[config.mk]
export PLATFORM = sky130hd
export DESIGN_NAME = earliest_finish_job_dispatcher
export DESIGN_NICKNAME = d
export VERILOG_FILES = /design/src/rtl/core/efjd_pkg.sv /design/src/rtl/core/efjd_ram.sv /design/src/rtl/core/efjd_cost_unit.sv /design/src/rtl/core/earliest_finish_job_dispatcher.sv
export SDC_FILE = /design/constraint.sdc
export NUM_CORES = 1
export LEC_CHECK = 0
export BUFFER_PORTS_ARGS = -buffer_cell sky130_fd_sc_hd__buf_4
export CAP_MARGIN = 30
export CORE_AREA = 2 2 330 332
export CTS_BUF_LIST = sky130_fd_sc_hd__clkbuf_8 sky130_fd_sc_hd__clkbuf_16
export CTS_CLUSTER_SIZE = 25
export DETAILED_ROUTE_END_ITERATION = 7
export DIE_AREA = 0 0 332 334
export PLACE_DENSITY = 0.58
export SYNTH_ARGS = -nofsm -noshare
export SYNTH_HDL_FRONTEND = slang
export SYNTH_SLANG_ARGS = --single-unit
[constraint.sdc]
create_clock -name i_clk -period 8.2 [get_ports i_clk]
set_input_delay 1.64 -clock i_clk [delete_from_list [all_inputs] [get_ports i_clk]]
set_output_delay 1.64 -clock i_clk [all_outputs]
set_load 0.05 [all_outputs]
[src/rtl/core/efjd_pkg.sv]
// package for the earliest finish job dispatcher
// holds word types, mode codes, sequencer states and default sizes; no dependencies
`default_nettype none

package efjd_pkg;

    localparam int DEF_MAX_MACHINES = 32;
    localparam int DEF_MAX_JOBS     = 1024;

    localparam int MODE_W = 2;
    localparam int IDX_W  = 5;
    localparam int DUR_W  = 8;
    localparam int TIME_W = 18;
    localparam int CFG_W  = 6;

    localparam logic [TIME_W-1:0] TIME_MAX = '1;
    localparam logic [CFG_W-1:0]  CFG_RESET = 6'd1;

    localparam logic [MODE_W-1:0] MODE_LOAD     = 2'd0;
    localparam logic [MODE_W-1:0] MODE_DISPATCH = 2'd1;
    localparam logic [MODE_W-1:0] MODE_CLEAR    = 2'd2;

    typedef struct packed {
        logic [MODE_W-1:0] mode;
        logic [IDX_W-1:0]  machine_index;
        logic [DUR_W-1:0]  job_duration;
    } t_efjd_in;

    typedef struct packed {
        logic [IDX_W-1:0]  chosen_machine;
        logic [TIME_W-1:0] finish_time;
        logic [TIME_W-1:0] makespan;
    } t_efjd_out;

    typedef enum logic [1:0] {
        ST_IDLE,
        ST_SCAN,
        ST_FINISH
    } t_efjd_state;

endpackage

`default_nettype wire

[src/rtl/core/efjd_ram.sv]
// generic single write, single read ram with registered read data
// no dependencies
`default_nettype none

module efjd_ram #(
    parameter int WIDTH = 8,
    parameter int DEPTH = 32,
    localparam int AW = (DEPTH > 1) ? $clog2(DEPTH) : 1
) (
    input  wire logic             i_clk,
    input  wire logic             i_we,
    input  wire logic [AW-1:0]    i_waddr,
    input  wire logic [WIDTH-1:0] i_wdata,
    input  wire logic [AW-1:0]    i_raddr,
    output logic      [WIDTH-1:0] o_rdata
);

    logic [WIDTH-1:0] r_mem [DEPTH];
    logic [WIDTH-1:0] r_rdata;

    always_ff @(posedge i_clk) begin
        if (i_we) begin
            r_mem[i_waddr] <= i_wdata;
        end
        r_rdata <= r_mem[i_raddr];
    end

    assign o_rdata = r_rdata;

endmodule

`default_nettype wire

[src/rtl/core/efjd_cost_unit.sv]
// shared cost unit: one candidate per cycle, multiply then compare against best
// depends on efjd_pkg for the duration width
`default_nettype none

module efjd_cost_unit #(
    parameter int AW = 5,
    parameter int CW = 11,
    localparam int TW = CW + efjd_pkg::DUR_W
) (
    input  wire logic                        i_clk,
    input  wire logic                        i_rst_n,
    input  wire logic                        i_valid,
    input  wire logic                        i_first,
    input  wire logic [AW-1:0]               i_idx,
    input  wire logic [CW-1:0]               i_cnt,
    input  wire logic [efjd_pkg::DUR_W-1:0]  i_dur,
    output logic                             o_busy,
    output logic      [AW-1:0]               o_best_idx,
    output logic      [CW-1:0]               o_best_cnt,
    output logic      [efjd_pkg::DUR_W-1:0]  o_best_dur,
    output logic      [TW-1:0]               o_best_cost
);

    logic                       r_p_valid;
    logic                       r_p_first;
    logic [AW-1:0]              r_p_idx;
    logic [CW-1:0]              r_p_cnt;
    logic [efjd_pkg::DUR_W-1:0] r_p_dur;
    logic [TW-1:0]              r_p_cost;

    logic [AW-1:0]              r_best_idx;
    logic [CW-1:0]              r_best_cnt;
    logic [efjd_pkg::DUR_W-1:0] r_best_dur;
    logic [TW-1:0]              r_best_cost;

    logic [TW-1:0]              w_prod;

    // (count + 1) * duration
    assign w_prod = TW'(i_cnt + CW'(1)) * TW'(i_dur);

    always_ff @(posedge i_clk) begin
        if (!i_rst_n) begin
            r_p_valid <= 1'b0;
        end else begin
            r_p_valid <= i_valid;
        end
        r_p_first <= i_first;
        r_p_idx   <= i_idx;
        r_p_cnt   <= i_cnt;
        r_p_dur   <= i_dur;
        r_p_cost  <= w_prod;
    end

    // strict less keeps the lowest index on a tie
    always_ff @(posedge i_clk) begin
        if (r_p_valid && (r_p_first || (r_p_cost < r_best_cost))) begin
            r_best_idx  <= r_p_idx;
            r_best_cnt  <= r_p_cnt;
            r_best_dur  <= r_p_dur;
            r_best_cost <= r_p_cost;
        end
    end

    assign o_busy      = r_p_valid;
    assign o_best_idx  = r_best_idx;
    assign o_best_cnt  = r_best_cnt;
    assign o_best_dur  = r_best_dur;
    assign o_best_cost = r_best_cost;

endmodule

`default_nettype wire

[src/rtl/core/earliest_finish_job_dispatcher.sv]
// top level of the earliest finish job dispatcher: sequencer, tables, output register
// depends on efjd_pkg, efjd_ram and efjd_cost_unit
`default_nettype none

// Each input word is a load (sets one machine's per-job duration), a clear (zeroes all
// job counts and the makespan) or a dispatch; mode code 3 is taken and ignored.
// Loads and clears are taken while idle and give no output word. A dispatch walks the
// machines in use one per cycle through a single shared multiply/compare unit, picking
// the least (count+1)*duration with the lowest index winning ties, then bumps that
// machine's count (held at MAX_JOBS) and emits the machine, this job's finish time and
// the running makespan. After it is taken a dispatch stalls the input through the
// table reads, the drain of the read/multiply/compare pipe and the update cycle, and
// longer while the previous output word is still stalled. Durations must be loaded
// before a dispatch reads them; job counts come up cleared through per-machine valid
// bits, so no clearing pass is needed. machines_in_use is written through
// i_cfg_we/i_cfg_wdata; it must be written only while idle, which the block itself
// does not enforce; 0 acts as 1 and values above MAX_MACHINES act as MAX_MACHINES.
module earliest_finish_job_dispatcher #(
    parameter int MAX_MACHINES = efjd_pkg::DEF_MAX_MACHINES,
    parameter int MAX_JOBS     = efjd_pkg::DEF_MAX_JOBS
) (
    input  wire logic                        i_clk,
    input  wire logic                        i_rst_n,
    input  wire logic                        i_cfg_we,
    input  wire logic [efjd_pkg::CFG_W-1:0]  i_cfg_wdata,
    input  wire logic                        i_in_valid,
    output logic                             o_in_stall,
    input  wire efjd_pkg::t_efjd_in          i_in_word,
    output logic                             o_out_valid,
    input  wire logic                        i_out_stall,
    output efjd_pkg::t_efjd_out              o_out_word
);

    localparam int AW = (MAX_MACHINES > 1) ? $clog2(MAX_MACHINES) : 1;
    localparam int CW = $clog2(MAX_JOBS + 2);
    localparam int TW = CW + efjd_pkg::DUR_W;
    localparam int FW = (TW > efjd_pkg::TIME_W) ? TW : efjd_pkg::TIME_W;

    efjd_pkg::t_efjd_state r_state, n_state;

    logic [efjd_pkg::CFG_W-1:0]  r_cfg;
    logic [AW-1:0]               r_scan;
    logic [AW-1:0]               r_last;
    logic [MAX_MACHINES-1:0]     r_cnt_vld;
    logic [efjd_pkg::TIME_W-1:0] r_mk;
    logic                        r_out_valid;
    efjd_pkg::t_efjd_out         r_out_word;

    // read stage tags, aligned with the registered ram data
    logic                        r_s0_v;
    logic                        r_s0_first;
    logic [AW-1:0]               r_s0_idx;
    logic                        r_s0_cntv;

    logic                        w_in_fire;
    logic                        w_load;
    logic                        w_clear;
    logic                        w_dispatch;
    logic                        w_out_free;
    logic                        w_finish;
    logic [AW-1:0]               w_last;

    logic [efjd_pkg::DUR_W-1:0]  w_dur_rdata;
    logic [CW-1:0]               w_cnt_rdata;
    logic [CW-1:0]               w_cnt_in;

    logic                        w_busy;
    logic [AW-1:0]               w_best_idx;
    logic [CW-1:0]               w_best_cnt;
    logic [efjd_pkg::DUR_W-1:0]  w_best_dur;
    logic [TW-1:0]               w_best_cost;

    logic                        w_at_limit;
    logic [CW-1:0]               w_new_cnt;
    logic [TW-1:0]               w_fin;
    logic [efjd_pkg::TIME_W-1:0] w_ft;
    logic [efjd_pkg::TIME_W-1:0] w_mk;

    // input decode
    assign w_in_fire  = i_in_valid && !o_in_stall;
    assign w_load     = w_in_fire && (i_in_word.mode == efjd_pkg::MODE_LOAD)
                        && (int'(i_in_word.machine_index) < MAX_MACHINES);
    assign w_clear    = w_in_fire && (i_in_word.mode == efjd_pkg::MODE_CLEAR);
    assign w_dispatch = w_in_fire && (i_in_word.mode == efjd_pkg::MODE_DISPATCH);

    // last machine index to scan, with the register clamped into range
    always_comb begin
        priority if (r_cfg == '0) begin
            w_last = '0;
        end else if (int'(r_cfg) >= MAX_MACHINES) begin
            w_last = AW'(MAX_MACHINES - 1);
        end else begin
            w_last = AW'(r_cfg - efjd_pkg::CFG_W'(1));
        end
    end

    // output register frees when empty or being taken
    assign w_out_free = !r_out_valid || !i_out_stall;

    // sequencer
    always_ff @(posedge i_clk) begin
        if (!i_rst_n) begin
            r_state <= efjd_pkg::ST_IDLE;
        end else begin
            r_state <= n_state;
        end
    end

    always_comb begin
        n_state    = r_state;
        o_in_stall = 1'b1;
        w_finish   = 1'b0;
        unique case (r_state)
            efjd_pkg::ST_IDLE: begin
                o_in_stall = 1'b0;
                if (w_dispatch) begin
                    n_state = efjd_pkg::ST_SCAN;
                end
            end
            efjd_pkg::ST_SCAN: begin
                if (r_scan == r_last) begin
                    n_state = efjd_pkg::ST_FINISH;
                end
            end
            efjd_pkg::ST_FINISH: begin
                // wait for the pipe to drain and room at the output
                if (!r_s0_v && !w_busy && w_out_free) begin
                    w_finish = 1'b1;
                    n_state  = efjd_pkg::ST_IDLE;
                end
            end
            default: begin
                n_state = efjd_pkg::ST_IDLE;
            end
        endcase
    end

    // config register and scan control
    always_ff @(posedge i_clk) begin
        if (!i_rst_n) begin
            r_cfg  <= efjd_pkg::CFG_RESET;
            r_s0_v <= 1'b0;
        end else begin
            if (i_cfg_we) begin
                r_cfg <= i_cfg_wdata;
            end
            r_s0_v <= (r_state == efjd_pkg::ST_SCAN);
        end
        if (w_dispatch) begin
            r_scan <= '0;
            r_last <= w_last;
        end else if (r_state == efjd_pkg::ST_SCAN && r_scan != r_last) begin
            r_scan <= r_scan + AW'(1);
        end
        r_s0_first <= (r_scan == '0);
        r_s0_idx   <= r_scan;
        r_s0_cntv  <= r_cnt_vld[r_scan];
    end

    // duration table, undefined until loaded
    efjd_ram #(
        .WIDTH (efjd_pkg::DUR_W),
        .DEPTH (MAX_MACHINES)
    ) u_dur_ram (
        .i_clk   (i_clk),
        .i_we    (w_load),
        .i_waddr (AW'(i_in_word.machine_index)),
        .i_wdata (i_in_word.job_duration),
        .i_raddr (r_scan),
        .o_rdata (w_dur_rdata)
    );

    // job counts; an entry without its valid bit reads as zero
    efjd_ram #(
        .WIDTH (CW),
        .DEPTH (MAX_MACHINES)
    ) u_cnt_ram (
        .i_clk   (i_clk),
        .i_we    (w_finish),
        .i_waddr (w_best_idx),
        .i_wdata (w_new_cnt),
        .i_raddr (r_scan),
        .o_rdata (w_cnt_rdata)
    );

    assign w_cnt_in = r_s0_cntv ? w_cnt_rdata : '0;

    efjd_cost_unit #(
        .AW (AW),
        .CW (CW)
    ) u_cost (
        .i_clk       (i_clk),
        .i_rst_n     (i_rst_n),
        .i_valid     (r_s0_v),
        .i_first     (r_s0_first),
        .i_idx       (r_s0_idx),
        .i_cnt       (w_cnt_in),
        .i_dur       (w_dur_rdata),
        .o_busy      (w_busy),
        .o_best_idx  (w_best_idx),
        .o_best_cnt  (w_best_cnt),
        .o_best_dur  (w_best_dur),
        .o_best_cost (w_best_cost)
    );

    // finish time comes from the winning cost; at the job limit the count does not
    // move, so one duration is taken back off
    assign w_at_limit = (w_best_cnt >= CW'(MAX_JOBS));
    assign w_new_cnt  = w_at_limit ? w_best_cnt : (w_best_cnt + CW'(1));
    assign w_fin      = w_at_limit ? (w_best_cost - TW'(w_best_dur)) : w_best_cost;
    assign w_ft       = (FW'(w_fin) > FW'(efjd_pkg::TIME_MAX)) ? efjd_pkg::TIME_MAX
                                                               : efjd_pkg::TIME_W'(w_fin);
    assign w_mk       = (w_ft > r_mk) ? w_ft : r_mk;

    // valid bits, makespan and output register
    always_ff @(posedge i_clk) begin
        if (!i_rst_n) begin
            r_cnt_vld   <= '0;
            r_mk        <= '0;
            r_out_valid <= 1'b0;
        end else begin
            if (w_clear) begin
                r_cnt_vld <= '0;
                r_mk      <= '0;
            end else if (w_finish) begin
                r_cnt_vld[w_best_idx] <= 1'b1;
                r_mk                  <= w_mk;
            end
            if (w_finish) begin
                r_out_valid <= 1'b1;
            end else if (!i_out_stall) begin
                r_out_valid <= 1'b0;
            end
        end
        if (w_finish) begin
            r_out_word.chosen_machine <= efjd_pkg::IDX_W'(w_best_idx);
            r_out_word.finish_time    <= w_ft;
            r_out_word.makespan       <= w_mk;
        end
    end

    assign o_out_valid = r_out_valid;
    assign o_out_word  = r_out_word;

    // a new output word only comes out of the update cycle
    a_out_from_finish: assert property (@(posedge i_clk) disable iff (!i_rst_n)
        $rose(o_out_valid) |-> $past(r_state) == efjd_pkg::ST_FINISH)
        else $error("output word without a finished dispatch");

    // the makespan covers the job it is reported with
    a_mk_covers_job: assert property (@(posedge i_clk) disable iff (!i_rst_n)
        o_out_valid |-> o_out_word.makespan >= o_out_word.finish_time)
        else $error("makespan below finish time");

    // the scan never passes the last machine in use
    a_scan_bound: assert property (@(posedge i_clk) disable iff (!i_rst_n)
        r_state == efjd_pkg::ST_SCAN |-> r_scan <= r_last)
        else $error("scan index beyond last machine");

    // the chosen machine's count is marked live after an update
    a_cnt_marked: assert property (@(posedge i_clk) disable iff (!i_rst_n)
        w_finish |=> r_cnt_vld[$past(w_best_idx)])
        else $error("count valid bit not set after dispatch");

endmodule

`default_nettype wire
==> impl_metrics.env <==
export IMPL_status="complete, no violations"
export IMPL_die_y_microns=334
export IMPL_max_slew_margin=0.3399
export IMPL_drive_gt1_frac=0.2201
export IMPL_grtUsageTotal=0.1423
export IMPL_cts_resized=0
export IMPL_multi_input_area_sq_um=10920
export IMPL_dpl_cell_count=3523
export IMPL_route_detailed_drc=0
export IMPL_drt_iter0_markers=1808
export IMPL_net_switching_power_w=0.002822
export IMPL_startpoint_type="flip-flop"
export IMPL_cp_arrival_ns=6.74
export IMPL_tightest_slew_ns=0.9651
export IMPL_portBuffers=68
export IMPL_power_density_nw_per_um2=260.5
export IMPL_layout_nets=2370
export IMPL_vias_per_cell=4.969
export IMPL_reg2reg_slack_ns=2.04
export IMPL_most_common_layout_cells="edfxtp_1 (697), mux4_2 (200), nor2_1 (163)"
export IMPL_layout_min_cycle_time_ns=6.162
export IMPL_clockRootBuffer="clkbuf_16"
export IMPL_postCtsSetupBuffers=0
export IMPL_core_sq_um=107800
export IMPL_dpl_hpwl_mm=51.63
export IMPL_htree_num_levels=3
export IMPL_synth_edf_count=697
export IMPL_ys_seq_area_frac=0.6705
export IMPL_numCtsBuffers=85
export IMPL_leakage_nw=13.89
export IMPL_seq_power_share=0.468
export IMPL_rows=121
export IMPL_final_common_cell="edfxtp_1"
export IMPL_tns_ns=0
export IMPL_clkPwrFrac=0.355
export IMPL_gp_congestion=0.8050
export IMPL_syn2layout_area_growth_pct=15.12
export IMPL_finalHoldViolCount=0
export IMPL_synth_warnings=0
export IMPL_final_util=0.3767
export IMPL_grt_pass1_wl_mm=120.0
export IMPL_max_freq_ghz=0.1623
export IMPL_drv_cap=0
export IMPL_cts_hold_buf=0
export IMPL_critPathCaptureType="flip-flop"
export IMPL_clkLatencyLatePin_ns=0.68
export IMPL_synth_top_area_share=0.5933
export IMPL_synth_top_cell_by_area="edfxtp_1"
export IMPL_syn_avg_cell_area_sq_um=17.07
export IMPL_clock_sinks=833
export IMPL_synthTopCellsByArea="edfxtp_1 (59%), mux4_2 (13%), dfxtp_1 (7.7%)"
export IMPL_syn_area_sq_um=35280
export IMPL_worstPathMaxFanout=21
export IMPL_ios=69
export IMPL_hold_class="flip-flop to flip-flop"
export IMPL_stdcell_count=3682
export IMPL_setup_viol=0
export IMPL_die_w_microns=332
export IMPL_synthFlopType="edfxtp_1"
export IMPL_maxSlewViolCount=0
export IMPL_grt_max_degree=121
export IMPL_ff_latch_area_sq_um=23670
export IMPL_finalClockSkew_ns=0.06034
export IMPL_synthArstFlopShare=0
export IMPL_ys_ff_latch=833
export IMPL_vias=18300
export IMPL_clk_pin_slew_worst_paths_ns=0.06
export IMPL_grt_pass1_vias=18990
export IMPL_post_route_period_util=0.7515
export IMPL_combPwrFrac=0.178
export IMPL_rsz0062_at_grt="no"
export IMPL_netlist_instances=2067
export IMPL_clock_path_buffers=3
export IMPL_drt_pass1_iterations=5
export IMPL_intPower_w=0.007758
export IMPL_cts_tree="done"
export IMPL_dieArea_sq_um=110900
export IMPL_yosysUniqueCellTypes=63
export IMPL_wl_per_cell_microns=21.41
export IMPL_ant_nets=0
export IMPL_start_util=0.3272
export IMPL_syn_num_nets=2241
export IMPL_critPathRequiredTime_ns=8.78
export IMPL_path_class="flip-flop to flip-flop"
export IMPL_antenna_found_initial=0
export IMPL_fillers=9838
export IMPL_swShare=0.2667
export IMPL_peakVddDrop_uv=263.3
export IMPL_finalWirelength_mm=78.82
export IMPL_overflow=0
[synthesized netlist by cell type, types with 22 or more instances]
master / instances
o21ai_0: 26
xnor2_1: 38
ha_1: 88
mux2_2: 24
nand2_1: 87
nor2_1: 163
mux4_2: 200
o21a_1: 25
clkbuf_1: 52
a21oi_1: 39
inv_1: 131
and2_1: 52
edfxtp_1: 697
fa_1: 60
nand3_1: 22
buf_1: 24
dfxtp_1: 136
[area by class of cell]
type | instances | share of cell area
antenna | 1 | 0.00006162
clock buffer | 88 | 0.05367
clock inverter | 70 | 0.01445
inverter | 132 | 0.01220
multi-input combinational | 1021 | 0.2688
sequential | 833 | 0.5827
tap | 1414 | 0.04357
timing repair buffer | 123 | 0.02449
[power groups by stage]
stage	Clock [W]	Sequential, W	Combinational, W
after floorplan	0	0.00487	0.00144
after global placement	0	0.00507	0.00187
after detailed placement	0	0.00504	0.00191
after CTS	0.00385	0.00495	0.00192
after global routing	0.00401	0.00497	0.00202
final	0.00375	0.00495	0.00188
[final timing paths]
path,startpoint,end,cells past startpoint
min,r_s0_idx[0],u_cost.r_p_idx[0],0
max reg2reg,r_s0_cntv,u_cost.r_p_cost[17],19
max,r_s0_cntv,u_cost.r_p_cost[17],19
min reg2reg,r_s0_idx[0],u_cost.r_p_idx[0],0
[state kept, by name (all words and copies together) (netlist names), 6 cells and up]
signal / flops
o_out_word: 41
r_cfg: 6
r_cnt_vld: 32
r_mk: 18
u_cnt_ram.o_rdata: 11
u_cnt_ram.r_mem: 352
u_cost.o_best_cnt: 11
u_cost.o_best_cost: 19
u_cost.o_best_dur: 8
u_cost.r_p_cnt: 11
u_cost.r_p_cost: 19
u_cost.r_p_dur: 8
u_dur_ram.o_rdata: 8
u_dur_ram.r_mem: 256
[stage by stage]
step	total power [W]	hold slack [ns]	setup slack (ns)	cell area (sq um)
after floorplan	0.006309	0.3096	2.892	35280
after global placement	0.006937	0.3139	2.394	37720
after detailed placement	0.006953	0.3143	2.042	37840
after CTS	0.01072	0.3330	1.997	40610
after global routing	0.01100	0.3391	1.515	40610
final	0.01058	0.3277	2.038	40610
[worst max-delay path: stages, from the launching register on]
cell	delay, ns
dfxtp_1	0.65
nand2_1	0.32
inv_1	0.16
ha_1	0.22
nand4_1	0.09
nor2_1	0.20
xor2_1	0.49
and2_1	0.23
fa_1	0.42
inv_1	0.08
fa_1	0.43
fa_1	0.55
inv_1	0.06
fa_1	0.50
ha_1	0.27
or3_1	0.41
o221ai_1	0.26
a31oi_1	0.18
o41ai_1	0.34
xnor2_1	0.18
[kinds of logic (layout without fill, tap and decap cells)]
logic type                 after synthesis  in the layout  synth area share
adders and majority gates              148            148           0.06526
xor gates and xnor gates                54             54           0.01341
other                                    0              1                 0
muxes                                  240            240            0.1399
buffers and inverters                  213            413           0.02284
and+or+nand+nor                        408            408           0.05441
AOI/OAI and AO/OA                      171            171           0.03366
DFF                                    833            833            0.6705
[per-layer routing]
layer  up-vias  share of wire  track usage  wire length [microns]
met5         -              0            0                      0
met1      9460           0.44       0.1970                  34780
li1       8143              -            -                      -
met3       119          0.064      0.02540                   5020
met2       573           0.47       0.2280                  37070
met4         0          0.025      0.04516                   1946
(Power assumes the default switching activity.)
